--- src/hw/rtl/ppmrc_pkg.sv ---
package ppmrc_pkg;

    localparam int CHAN_COUNT = 8;
    localparam int CH_IDX_W   = (CHAN_COUNT > 1) ? $clog2(CHAN_COUNT) : 1;
    localparam int CNT_W      = 5;
    localparam int TICK_W     = 16;
    localparam int OVR_W      = 15;

    localparam logic [15:0]      SYNC_THRESHOLD_RST = 16'd8000;
    localparam logic [15:0]      MIN_PULSE_RST      = 16'd900;
    localparam logic [15:0]      MAX_PULSE_RST      = 16'd2100;
    localparam logic [CNT_W-1:0] MIN_CHANNELS_RST   = 5'd4;

    typedef enum logic [1:0] {
        CMD_CAPTURE         = 2'd0,
        CMD_READ            = 2'd1,
        CMD_SET_OVERRIDE    = 2'd2,
        CMD_CLEAR_OVERRIDES = 2'd3
    } cmd_t;

    typedef enum logic [1:0] {
        CFG_SYNC_THRESHOLD = 2'd0,
        CFG_MIN_PULSE      = 2'd1,
        CFG_MAX_PULSE      = 2'd2,
        CFG_MIN_CHANNELS   = 2'd3
    } cfg_idx_t;

    typedef struct packed {
        cmd_t               cmd;
        logic [TICK_W-1:0]  capture_count;
        logic [7:0]         channel;
        logic signed [15:0] override_value;
    } item_t;

    typedef struct packed {
        logic [15:0]      pulse_us;
        logic [CNT_W-1:0] valid_channels;
        logic             fresh_data;
        logic             override_accepted;
    } result_t;

    // handshake between the input stage and the result register
    typedef struct packed {
        logic item_valid;
        logic advance;
    } flow_t;

endpackage

--- src/hw/rtl/ppm_rc_channel_decoder_unit.sv ---
// PPM radio-control channel decoder.
// Input channel (in_valid/in_ready) carries one command per transfer:
// capture edge timestamp, channel read, set override or clear overrides.
// Output channel (out_valid/out_ready) returns exactly one result per
// command: pulse width for reads, published channel count, fresh-data flag
// and override acknowledge.
// A command passes one input register, then the decode logic and channel
// store feeding the result register. Throughput is one command per cycle
// while the receiver does not stall, set by the single state update per
// cycle in the core.
// When the receiver stalls, the result register holds and one further
// command waits in the input register; in_ready then drops.
// Reset clears all channel state, overrides and flags and loads the
// default limits. cfg_we writes a limit register at once; write only
// while no command is in flight.
module ppm_rc_channel_decoder_unit (
    input  logic                clk,
    input  logic                rst_n,
    input  logic                cfg_we,
    input  logic [1:0]          cfg_index,
    input  logic [15:0]         cfg_data,
    input  logic                in_valid,
    output logic                in_ready,
    input  logic [1:0]          cmd,
    input  logic [15:0]         capture_count,
    input  logic [7:0]          channel,
    input  logic signed [15:0]  override_value,
    output logic                out_valid,
    input  logic                out_ready,
    output logic [15:0]         pulse_us,
    output logic [4:0]          valid_channels,
    output logic                fresh_data,
    output logic                override_accepted
);

    ppmrc_pkg::item_t   item_in;
    ppmrc_pkg::item_t   item_s1;
    ppmrc_pkg::result_t result_s1;
    ppmrc_pkg::result_t result_q;
    ppmrc_pkg::flow_t   flow;
    logic               item_valid;
    logic               out_free;

    assign item_in.cmd            = ppmrc_pkg::cmd_t'(cmd);
    assign item_in.capture_count  = capture_count;
    assign item_in.channel        = channel;
    assign item_in.override_value = override_value;

    assign flow.item_valid = item_valid;
    assign flow.advance    = item_valid && out_free;

    ppmrc_in_stage u_in_stage (
        .clk        (clk),
        .rst_n      (rst_n),
        .in_valid   (in_valid),
        .in_ready   (in_ready),
        .item_in    (item_in),
        .advance    (flow.advance),
        .item_valid (item_valid),
        .item_out   (item_s1)
    );

    ppmrc_core u_core (
        .clk       (clk),
        .rst_n     (rst_n),
        .cfg_we    (cfg_we),
        .cfg_index (cfg_index),
        .cfg_data  (cfg_data),
        .advance   (flow.advance),
        .item      (item_s1),
        .result    (result_s1)
    );

    ppmrc_out_stage u_out_stage (
        .clk        (clk),
        .rst_n      (rst_n),
        .flow       (flow),
        .result_in  (result_s1),
        .out_free   (out_free),
        .out_valid  (out_valid),
        .out_ready  (out_ready),
        .result_out (result_q)
    );

    assign pulse_us          = result_q.pulse_us;
    assign valid_channels    = result_q.valid_channels;
    assign fresh_data        = result_q.fresh_data;
    assign override_accepted = result_q.override_accepted;

endmodule

--- src/hw/rtl/ppmrc_in_stage.sv ---
module ppmrc_in_stage (
    input  logic                 clk,
    input  logic                 rst_n,
    input  logic                 in_valid,
    output logic                 in_ready,
    input  ppmrc_pkg::item_t     item_in,
    input  logic                 advance,
    output logic                 item_valid,
    output ppmrc_pkg::item_t     item_out
);

    logic             valid_reg;
    logic             valid_next;
    ppmrc_pkg::item_t item_reg;

    assign in_ready   = !valid_reg || advance;
    assign valid_next = (in_valid && in_ready) ? 1'b1 : (advance ? 1'b0 : valid_reg);

    always_ff @(posedge clk or negedge rst_n)
    begin
        if (!rst_n)
        begin
            valid_reg <= 1'b0;
        end
        else
        begin
            valid_reg <= valid_next;
        end
    end

    always_ff @(posedge clk)
    begin
        if (in_valid && in_ready)
        begin
            item_reg <= item_in;
        end
    end

    assign item_valid = valid_reg;
    assign item_out   = item_reg;

endmodule

--- src/hw/rtl/ppmrc_core.sv ---
module ppmrc_core (
    input  logic                clk,
    input  logic                rst_n,
    input  logic                cfg_we,
    input  logic [1:0]          cfg_index,
    input  logic [15:0]         cfg_data,
    input  logic                advance,
    input  ppmrc_pkg::item_t    item,
    output ppmrc_pkg::result_t  result
);

    localparam int N     = ppmrc_pkg::CHAN_COUNT;
    localparam int IDX_W = ppmrc_pkg::CH_IDX_W;
    localparam int CNT_W = ppmrc_pkg::CNT_W;

    logic [15:0]      sync_thr_reg;
    logic [15:0]      min_pulse_reg;
    logic [15:0]      max_pulse_reg;
    logic [CNT_W-1:0] min_ch_reg;

    logic [15:0]                    prev_cap_reg, prev_cap_next;
    logic [CNT_W-1:0]               ch_cnt_reg, ch_cnt_next;
    logic [CNT_W-1:0]               pub_cnt_reg, pub_cnt_next;
    logic                           fresh_reg, fresh_next;
    logic [ppmrc_pkg::TICK_W-1:0]   raw_reg [N];
    logic [ppmrc_pkg::TICK_W-1:0]   raw_next [N];
    logic [ppmrc_pkg::OVR_W-1:0]    ovr_reg [N];
    logic [ppmrc_pkg::OVR_W-1:0]    ovr_next [N];

    logic [15:0]      gap;
    logic             ch_ok;
    logic [IDX_W-1:0] ch_idx;
    logic [IDX_W-1:0] cnt_idx;
    logic [15:0]      half_width;
    logic [15:0]      clamped;
    logic [15:0]      pulse;
    logic             accepted;

    always_ff @(posedge clk or negedge rst_n)
    begin
        if (!rst_n)
        begin
            sync_thr_reg  <= ppmrc_pkg::SYNC_THRESHOLD_RST;
            min_pulse_reg <= ppmrc_pkg::MIN_PULSE_RST;
            max_pulse_reg <= ppmrc_pkg::MAX_PULSE_RST;
            min_ch_reg    <= ppmrc_pkg::MIN_CHANNELS_RST;
        end
        else if (cfg_we)
        begin
            unique case (ppmrc_pkg::cfg_idx_t'(cfg_index))
                ppmrc_pkg::CFG_SYNC_THRESHOLD: sync_thr_reg  <= cfg_data;
                ppmrc_pkg::CFG_MIN_PULSE:      min_pulse_reg <= cfg_data;
                ppmrc_pkg::CFG_MAX_PULSE:      max_pulse_reg <= cfg_data;
                ppmrc_pkg::CFG_MIN_CHANNELS:   min_ch_reg    <= cfg_data[CNT_W-1:0];
                default: ;
            endcase
        end
    end

    assign gap     = item.capture_count - prev_cap_reg;
    assign ch_ok   = item.channel < 8'(N);
    assign ch_idx  = item.channel[IDX_W-1:0];
    assign cnt_idx = ch_cnt_reg[IDX_W-1:0];

    // stored ticks are half microseconds
    assign half_width = {1'b0, raw_reg[ch_idx][15:1]};

    // crossed limits: the upper limit is tested first
    always_comb
    begin
        priority if (half_width > max_pulse_reg)
            clamped = max_pulse_reg;
        else if (half_width < min_pulse_reg)
            clamped = min_pulse_reg;
        else
            clamped = half_width;
    end

    always_comb
    begin
        prev_cap_next = prev_cap_reg;
        ch_cnt_next   = ch_cnt_reg;
        pub_cnt_next  = pub_cnt_reg;
        fresh_next    = fresh_reg;
        raw_next      = raw_reg;
        ovr_next      = ovr_reg;
        pulse         = 16'd0;
        accepted      = 1'b0;

        unique case (item.cmd)
            ppmrc_pkg::CMD_CAPTURE:
            begin
                prev_cap_next = item.capture_count;
                if (gap > sync_thr_reg)
                begin
                    if (ch_cnt_reg >= min_ch_reg)
                    begin
                        pub_cnt_next = ch_cnt_reg;
                        fresh_next   = 1'b1;
                    end
                    ch_cnt_next = '0;
                end
                else if (ch_cnt_reg < CNT_W'(N))
                begin
                    raw_next[cnt_idx] = gap;
                    ch_cnt_next       = ch_cnt_reg + CNT_W'(1);
                    if (ch_cnt_reg == CNT_W'(N - 1))
                    begin
                        pub_cnt_next = CNT_W'(N);
                        fresh_next   = 1'b1;
                    end
                end
            end
            ppmrc_pkg::CMD_READ:
            begin
                if (ch_ok)
                begin
                    fresh_next = 1'b0;
                    if (ovr_reg[ch_idx] != '0)
                        pulse = {1'b0, ovr_reg[ch_idx]};
                    else
                        pulse = clamped;
                end
            end
            ppmrc_pkg::CMD_SET_OVERRIDE:
            begin
                // negative value leaves the store alone
                if (!item.override_value[15] && ch_ok)
                begin
                    ovr_next[ch_idx] = item.override_value[14:0];
                    if (item.override_value[14:0] != '0)
                    begin
                        fresh_next = 1'b1;
                        accepted   = 1'b1;
                    end
                end
            end
            ppmrc_pkg::CMD_CLEAR_OVERRIDES:
            begin
                for (int i = 0; i < N; i++)
                    ovr_next[i] = '0;
            end
            default: ;
        endcase
    end

    always_ff @(posedge clk or negedge rst_n)
    begin
        if (!rst_n)
        begin
            prev_cap_reg <= '0;
            ch_cnt_reg   <= '0;
            pub_cnt_reg  <= '0;
            fresh_reg    <= 1'b0;
            for (int i = 0; i < N; i++)
            begin
                raw_reg[i] <= '0;
                ovr_reg[i] <= '0;
            end
        end
        else if (advance)
        begin
            prev_cap_reg <= prev_cap_next;
            ch_cnt_reg   <= ch_cnt_next;
            pub_cnt_reg  <= pub_cnt_next;
            fresh_reg    <= fresh_next;
            raw_reg      <= raw_next;
            ovr_reg      <= ovr_next;
        end
    end

    assign result.pulse_us          = pulse;
    assign result.valid_channels    = pub_cnt_next;
    assign result.fresh_data        = fresh_next;
    assign result.override_accepted = accepted;

endmodule

--- src/hw/rtl/ppmrc_out_stage.sv ---
module ppmrc_out_stage (
    input  logic                clk,
    input  logic                rst_n,
    input  ppmrc_pkg::flow_t    flow,
    input  ppmrc_pkg::result_t  result_in,
    output logic                out_free,
    output logic                out_valid,
    input  logic                out_ready,
    output ppmrc_pkg::result_t  result_out
);

    logic               valid_reg;
    logic               valid_next;
    ppmrc_pkg::result_t result_reg;

    assign out_free   = !valid_reg || out_ready;
    assign valid_next = flow.advance ? 1'b1 : (out_ready ? 1'b0 : valid_reg);

    always_ff @(posedge clk or negedge rst_n)
    begin
        if (!rst_n)
        begin
            valid_reg <= 1'b0;
        end
        else
        begin
            valid_reg <= valid_next;
        end
    end

    always_ff @(posedge clk)
    begin
        if (flow.advance && flow.item_valid)
        begin
            result_reg <= result_in;
        end
    end

    assign out_valid  = valid_reg;
    assign result_out = result_reg;

endmodule

--- config.mk ---
export PLATFORM = sky130hd
export DESIGN_NAME = ppm_rc_channel_decoder_unit
export DESIGN_NICKNAME = d
export VERILOG_FILES = /design/src/hw/rtl/ppmrc_pkg.sv /design/src/hw/rtl/ppm_rc_channel_decoder_unit.sv /design/src/hw/rtl/ppmrc_in_stage.sv /design/src/hw/rtl/ppmrc_core.sv /design/src/hw/rtl/ppmrc_out_stage.sv
export SDC_FILE = /design/constraint.sdc
export NUM_CORES = 1
export LEC_CHECK = 0
export ABC_AREA = 1
export ABC_CLOCK_PERIOD_IN_PS = 11700
export BUFFER_PORTS_ARGS = -buffer_cell sky130_fd_sc_hd__buf_2
export CAP_MARGIN = 20
export CORE_UTILIZATION = 50
export DETAILED_ROUTE_END_ITERATION = 12
export PLACE_DENSITY = 0.77
export SYNTH_ARGS = -nofsm -noshare
export SYNTH_HDL_FRONTEND = slang
export SYNTH_SLANG_ARGS = --single-unit
--- constraint.sdc ---
create_clock -name clk -period 11.7 [get_ports clk]
set_input_delay 0 -clock clk [delete_from_list [all_inputs] [get_ports clk]]
set_output_delay 0 -clock clk [all_outputs]
set_load 0.02 [all_outputs]
# Word-level counts from Yosys, hierarchy flattened
# Index checks and enable logic that the tools add are counted.
# word_totals
regBits	395
elab_cells	127
input_bits	65
output_inout_bits	25
# op_classes
reduce_logical	30
n_addsub	2
bitwise_logic	5
n_lt_le_gt_ge	10
n_eq_ne	8
muxes	37
# ops
operator	count
$pmux 120 s2	1
$bwmux 128	1
$bwmux 120	1
$mux 120	1
$mux 16	5
$mux 15	4
$bmux 16 s3	1
$demux 16 s3	1
$bmux 15 s3	1
$demux 15 s3	1
$mux 5	7
$reduce_bool 15->1	2
$gt 15x16->1	1
$gt 16x16->1	1
$lt 15x16->1	1
$sub 16x16->16	1
$reduce_and 2->1	7
$mux 1	12
$eq 2x2->1 const B	4
$ge 4x4->1 const B	2
$lt 4x1->1 const B	2
$lt 8x4->1 const B	1
$not 3->4	2
$reduce_bool 2->1	4
15 further kinds	28

# Logic depth before layout (Yosys ltp)
# Gate-level depths: netlist (run 1).
# depth
depth_word	8
ltp_mapped	24
ltp_nobuf	24

# Hierarchy
# A second synthesis (run 1) with hierarchy kept.
# unflattened
hier_cells	1997
area_unflattened_um2	18296.3
# by_module_without_submodules
mod	seq_area_each_um2	cells_each	area_each_um2	instances
ppmrc_core	8026.4	1917	16239.3	1
ppmrc_in_stage	1286.2	48	1306.3	1
ppmrc_out_stage	715.7	30	743.2	1
ppm_rc_channel_decoder_unit	0.0	2	7.5	1

# Least setup slack after synthesis (run 1)
# No wires, ideal clock.
# synth_timing
path_type	register to register
startpoint	register u_core.prev_cap_reg[0]
endpoint	register u_core.raw_reg[86] (netlist bit)
slack_ns	7.880
stages_incl_launch_ff	21
t_required_ns	11.559
period_less_slack_ns	3.820
n_path_buf	1
setup_time_ns	0.141
arrival_ns	3.680
path_cell_list	dfrtp_1 ha_1 fa_1 o221ai_1 nand2_1 o211ai_1 a21boi_0 o21ai_0 xnor2_1 inv_1 ha_1 nand4_1 nor3_1 nand2_1 nand2_2 nand2_2 nor2_1 nand2_1 buf_2 nand2_1 o21ai_0
# synth_between
elab_chain_cells	4
word_cells_on_any_way	5
cone_classes	add/sub: 1; order compare: 1; mux: 1; bitwise: 1; reduce/logical: 1
# synth_rtl
item	line	text
start, declared	ppmrc_core.sv:21	logic [15:0] prev_cap_reg, prev_cap_next;
start signal, assigned	ppmrc_core.sv:163	prev_cap_reg <= prev_cap_next;
$sub 16x16->16	ppmrc_core.sv:60	assign gap = item.capture_count - prev_cap_reg;
named net u_core.gap[12]	ppmrc_core.sv:30	logic [15:0] gap;
$gt 16x16->1	ppmrc_core.sv:94	if (gap > sync_thr_reg)
$not 1->1 (no source line)	n/a	
$reduce_and 4->1 (no source line)	n/a	
end signal, assigned	ppmrc_core.sv:167	raw_reg <= raw_next;
end, declared	ppmrc_core.sv:25	logic [ppmrc_pkg::TICK_W-1:0] raw_reg [N];
# The timed path passes the listed nets, and every way through them passes these cells.
# A chain may end at the register's enable or synchronous reset.

# Final worst setup path (run 1)
# layout_timing
startpoint	register u_core.prev_cap_reg[0]
endpoint	register u_core.raw_reg[88] (netlist bit)
# The elaborated chain is that of the path after synthesis.

==> flow_summary.ini, run 1 <==
[worst_setup_path]
start_kind = flop
ff2ff_path_depth = 17
reg2reg_to = u_core.raw_reg[88]
cp_max_fo = 26
reg2reg_from = u_core.prev_cap_reg[0]
worstPathRequired_ns = 12.12
worstSetupEndpoint = u_core.raw_reg[88]
crit_start = u_core.prev_cap_reg[0]
cp-end-kind = flop
arrival_ns = 5.60
rrSetupSlack_ns = 6.52
criticalPathCategory = flop to flop

[routing]
final_antenna_net_count = 0
wirelength_um = 49500
num_vias = 15221
drt_iter0_drc = 1578
drt_first_pass_iters = 10
drt-vias-per-instance = 5.84
drc = 8
wl_per_cell_um = 19.0

[min_path]
hp-class = input pin to flop

[pwr]
p_int_w = 0.00303
power_w = 0.00469
power_frac_comb_pct = 30.4
power_frac_clock_pct = 28.5
peakVddDrop_uv = 140
p_switching_w = 0.00166
p_per_area_nw_per_um2 = 223
power_switching_share_pct = 35.3
seqPwrFrac_pct = 41.2
p_leak_nw = 9.94

[finish]
drive_above_1_share_pct = 10.4
final_cell_mix = nand2_1 (399), dfrtp_1 (307), inv_1 (295)
layout_commonest_cell = nand2_1
fin_nets = 2246
nFillCells = 2932
antenna_cells = 0
area_delta_synth_final_pct = 15.6
stdcell_count = 2608

[sta]
fin_worst_skew_ns = 0.0189
setup_viol = 0
min_period_over_period_pct = 44.3
rsz0062_at_grt = no
tightestPinTransition_ns = 1.20
final.setup.tns_ns = 0
hold_viol_final = 0
drv_slew = 0
relSlewSlack_pct = 20.2
fin_crit_ns = 5.18
fmax_mhz = 193

[placement]
gp_congestion = 0.909
place_hpwl_um = 32300
dpl.cell_count = 2464
io_buffers = 89

[clock_network]
root_buffer = clkbuf_16
cts_resized = 0
clkTransAtPathRegs_ns = 0.06
h-tree-depth = 2
clock_path_buffers = 3
clkLatencyLatePin_ns = 0.55
clkSinkCount = 387
cts_buffers = 41
cts_tree = built

[global_route]
antenna_found_initial = 0
grt_first_pass_wirelength_um = 78500
overflow = 0
grt_pass1_vias = 14745
grt_max_degree = 118
grt_usage_pct = 27.4

[die]
io_pins = 90
die-area_um2 = 37100
rows = 69
fp.dieH_um = 193
core-area_um2 = 35700
start_util_pct = 51.0
die_x_um = 193

[yosys]
synthFlopType = dfrtp_1
synth_async_sr_flop_share_pct = 83.2
synth_area_um2 = 18200
syn_avg_cell_area_um2 = 9.15
synth_cell_types = 55
synth_warnings = 0
ys_seq_area_share_pct = 55.2
synth-edff-count = 65
synthCells = 1986
syn-num-nets = 2118
ys_seq_elements = 387

[status]
outcome = finished, violations left
violations = design-rule violations

[run]
drv_cap = 0
## timing repair
action	in CTS	in global routing
hold endpoints to repair	212	0
buffers inserted	0	0
hold buffers	65	0
## critical path: stages, from the launching register on
cell,delay [ns]
dfrtp_1,0.39
ha_1,0.23
fa_1,0.41
o221ai_1,0.36
a21oi_1,0.12
o21bai_1,0.25
nand3_1,0.11
nand2_1,0.10
xor2_1,0.63
ha_1,0.28
nand4_1,0.13
nor3_1,0.20
nand2_1,0.16
nand2_2,0.17
nand2_2,0.17
nor2_1,0.27
nand2_1,0.60
o21ai_0,0.45
## cells by family after synthesis
group	after synthesis	synth area share, %
AOI/OAI and AO/OA	522	16.9
xor gates and xnor gates	16	0.812
adders and majority gates	67	4.65
buffers and inverters	386	8.51
DFF	387	55.2
muxes	1	0.0619
and+or+nand+nor	607	13.9
## worst min-delay path by stage
stage,slack (ns),end,cells past startpoint,startpoint
6_report,0.007,u_core.min_pulse_reg[2],4,cfg_index[0]
3_3_place_gp,0.14,u_core.ovr_reg[3],1,rst_n
5_1_grt,0.04,u_core.min_pulse_reg[9],4,cfg_we
4_1_cts,0.02,u_core.min_ch_reg[3],3,cfg_we
2_1_floorplan,-0.30,u_core.ch_cnt_reg[0],0,rst_n
3_5_place_dp,0.15,u_core.ovr_reg[78],1,rst_n
## power by group through the flow
stage | Combinational (W) | Sequential, W | Clock [W]
floorplan | 0.000981 | 0.00190 | 0
global placement | 0.00131 | 0.00193 | 0
detailed placement | 0.00136 | 0.00194 | 0
CTS | 0.00140 | 0.00192 | 0.00135
global route | 0.00160 | 0.00196 | 0.00140
finish | 0.00142 | 0.00193 | 0.00133
## final cells by class
cell class / instances / area, µm² / share of cell area, %
flip-flops and latches: 387 / 10000 / 47.7
inverters: 306 / 1150 / 5.49
clock buffers: 58 / 1210 / 5.78
repair buffers: 165 / 1220 / 5.82
multi-input cells: 1213 / 6630 / 31.6
well taps: 461 / 577 / 2.75
clock inverters: 18 / 180 / 0.858
## stage by stage
stage / util (%) / instance area, µm² / setup WS (ns) / hold WS, ns
6_report: 58.9 / 21000 / 6.52 / 0.00728
5_1_grt: 58.9 / 21000 / 5.97 / 0.0396
4_1_cts: 58.8 / 21000 / 6.53 / 0.0177
3_5_place_dp: 53.0 / 18900 / 6.65 / 0.149
3_3_place_gp: 53.0 / 18900 / 6.83 / 0.142
2_1_floorplan: - / 18200 / 7.88 / -0.296
## metal layers
metal / global-route usage [%] / vias to the layer above / share of wire (%)
met5: 0 / - / 0
met4: 10.8 / 0 / 3.6
met3: 5.95 / 126 / 8.5
met2: 44.4 / 708 / 48
met1: 35.8 / 7407 / 40
li1: - / 6980 / -
## cell usage after synthesis (3+ instances only)
library cell,instances,area (µm²)
inv_1,296,1110
o21ai_1,3,15.0
nor4_1,4,25.0
a22oi_1,12,90.1
dfstp_2,15,394
a21oi_1,91,455
nor2_2,5,31.3
o21bai_1,3,22.5
nand2_2,11,68.8
ha_1,66,826
edfxtp_1,65,1950
buf_2,32,160
o211ai_1,7,52.6
a211oi_1,3,22.5
clkbuf_1,36,135
a22o_1,13,114
nand3_1,70,350
o21a_1,5,37.5
nand3b_1,3,22.5
o21ai_0,185,926
dfrtp_1,307,7680
a221oi_1,17,149
buf_4,6,45.0
o22ai_1,169,1060
xnor2_1,4,35.0
nand2_1,399,1500
xor2_1,11,96.3
nand4_1,16,100
inv_2,8,30.0
nor3_1,15,75.1
nor2_1,77,289
buf_6,4,45.0
Note: power is estimated with default switching activity, not from simulation.
==> run 2, diff against run 1 <==
ABC_CLOCK_PERIOD_IN_PS = 4300   (was 11700)
PLACE_DENSITY = 0.8   (was 0.77)
clock period = 4.3 ns   (was 11.7 ns; I/O delays follow)
==> flow_summary.ini, run 2 (synthesis results as in run 1) <==
[clock_network]
cts_buffers = 40
clkLatencyLatePin_ns = 0.54
clkTransAtPathRegs_ns = 0.06
clkSinkCount = 387
clock_path_buffers = 3
root_buffer = clkbuf_16
cts_tree = built
h-tree-depth = 2

[worst_setup_path]
cpMostUsedCell = nand2_1
rrSetupSlack_ns = 0.20
reg2reg_to = u_out_stage.result_out[14]
reg2reg_from = u_in_stage.item_out[16]
cpPeakStageDelay_ns = 0.53
path_cells = inv_6 -> nand2_2 -> inv_1 -> buf_4 -> a22o_1 -> a221oi_1 -> nand2_1 -> ha_1 -> nand2_1 -> nor2_1 -> a211oi_1 -> nand2_1 -> nand2_4 -> nand2_2 -> o21ai_0 -> nand2_1 -> a21oi_1
arrival_ns = 4.45
critPathSlowestCell = edfxtp_1
cp_max_fo = 21
start_kind = flop
ff2ff_path_depth = 17
cp-end-kind = flop
worstPathRequired_ns = 4.65
criticalPathCategory = flop to flop

[min_path]
holdPathEnd = u_core.min_ch_reg[3]
hp-start = cfg_index[0]
hp-class = input pin to flop
whs_path_depth = 3

[finish]
fin_util_pct = 59.5
layout_commonest_cell = nand2_1
area_delta_synth_final_pct = 16.8
final_area_um2 = 21200
fin_nets = 2282
antenna_cells = 0
drive_above_1_share_pct = 11.9
final_cell_mix = nand2_1 (399), dfrtp_1 (307), inv_1 (295)

[routing]
final_antenna_net_count = 0
drt-vias-per-instance = 5.81
drc = 8
drt_first_pass_iters = 10
drt_iter0_drc = 1506
num_vias = 15324
wl_per_cell_um = 19.0
wirelength_um = 50100

[sta]
fin_crit_ns = 4.10
rsz0062_at_grt = yes
final.setup.tns_ns = 0
setup_viol = 0
min_period_over_period_pct = 95.2
relSlewSlack_pct = 19.0
tightestPinTransition_ns = 1.21
hold_viol_final = 0
fmax_mhz = 244
fin_worst_skew_ns = 0.0156
drv_slew = 0

[placement]
gp_congestion = 0.954
place_hpwl_um = 33500
placed_cell_area_um2 = 19200
io_buffers = 89

[global_route]
grt_max_degree = 102
antenna_found_initial = 0
grt_usage_pct = 27.4
grt_pass1_vias = 14656
overflow = 0
grt_first_pass_wirelength_um = 78200

[die]
start_util_pct = 51.0
core-area_um2 = 35700
die_x_um = 193
die-area_um2 = 37100
rows = 69
fp.dieH_um = 193
io_pins = 90

[pwr]
peakVddDrop_uv = 421
p_leak_nw = 10.1
p_per_area_nw_per_um2 = 601

[status]
violations = design-rule violations
outcome = finished, violations left

[run]
drv_cap = 0
==> run 2: cell types whose count changed in the layout (fill, tap and decap cells not counted), sizes merged <==
cell / previous run / this run
clkinv: 13 / 11
inv: 307 / 305
buf: 99 / 136
clkinvlp: 1 / 0
bufinv: 3 / 1
dlygate4sd3: 65 / 66
==> run 2: what timing repair did <==
item	in CTS	in global routing
hold buffers	66	0
resized for setup	0	9
endpoints found under the setup margin	0	127
endpoints found under the hold margin	193	0
buffers inserted	0	3
==> run 2: metrics by stage <==
stage	total power (W)	setup WS (ns)	std cells	hold slack, ns
global route	0.0135	-0.0177	2639	0.0673
CTS	0.0127	0.0609	2636	0.0141
floorplan	0.00784	0.480	1986	-0.296
detailed placement	0.00914	0.121	2500	0.103
finish	0.0128	0.204	2639	0.0249
global placement	0.00894	0.266	2500	0.0850
==> run 2: layer usage <==
layer  up-vias  part of all wire (%)  GRT usage (%)
met2       711                    46           42.9
met4         0                   3.9           12.3
met5         -                     0              0
met3       136                   8.1           5.93
li1       7024                     -              -
met1      7453                    42           36.5
==> run 2: worst max path at each step <==
stage,start,end,slack (ns)
final,u_in_stage.item_out[16],u_out_stage.result_out[14],0.20
after detailed placement,u_in_stage.item_out[24],u_core.raw_reg[75],0.12
after floorplan,u_core.prev_cap_reg[0],u_core.raw_reg[86],0.48
after global placement,u_in_stage.item_out[24],u_core.raw_reg[27],0.27
after global routing,u_in_stage.item_out[26],u_core.raw_reg[42],-0.02
after CTS,u_in_stage.item_out[24],u_core.raw_reg[20],0.06
==> run 2: report_power, final <==
part           internal, W  leakage [nW]  total [W]  switching (W)
clock              0.00202         0.651    0.00345        0.00143
combinational      0.00146          4.74    0.00405        0.00260
sequential         0.00475          4.73    0.00526       0.000509
==> run 2: layout make-up <==
cell class,count,area [µm²]
sequential,387,10000
clock buffer,59,1220
tap,461,577
fill,2915,14400
multi-input combinational,1213,6670
inverter,306,1150
clock inverter,11,83.8
timing repair buffer,202,1490
==> run 2: critical path: cells and delay by family (launching register included) <==
kind	cells	cell delay [ns]
AO/OA/AOI/OAI	5	1.45
AND/OR/NAND/NOR	8	1.07
flip-flops	1	0.53
buffers and inverters	3	0.49
adder cells (fa/ha/maj)	1	0.33
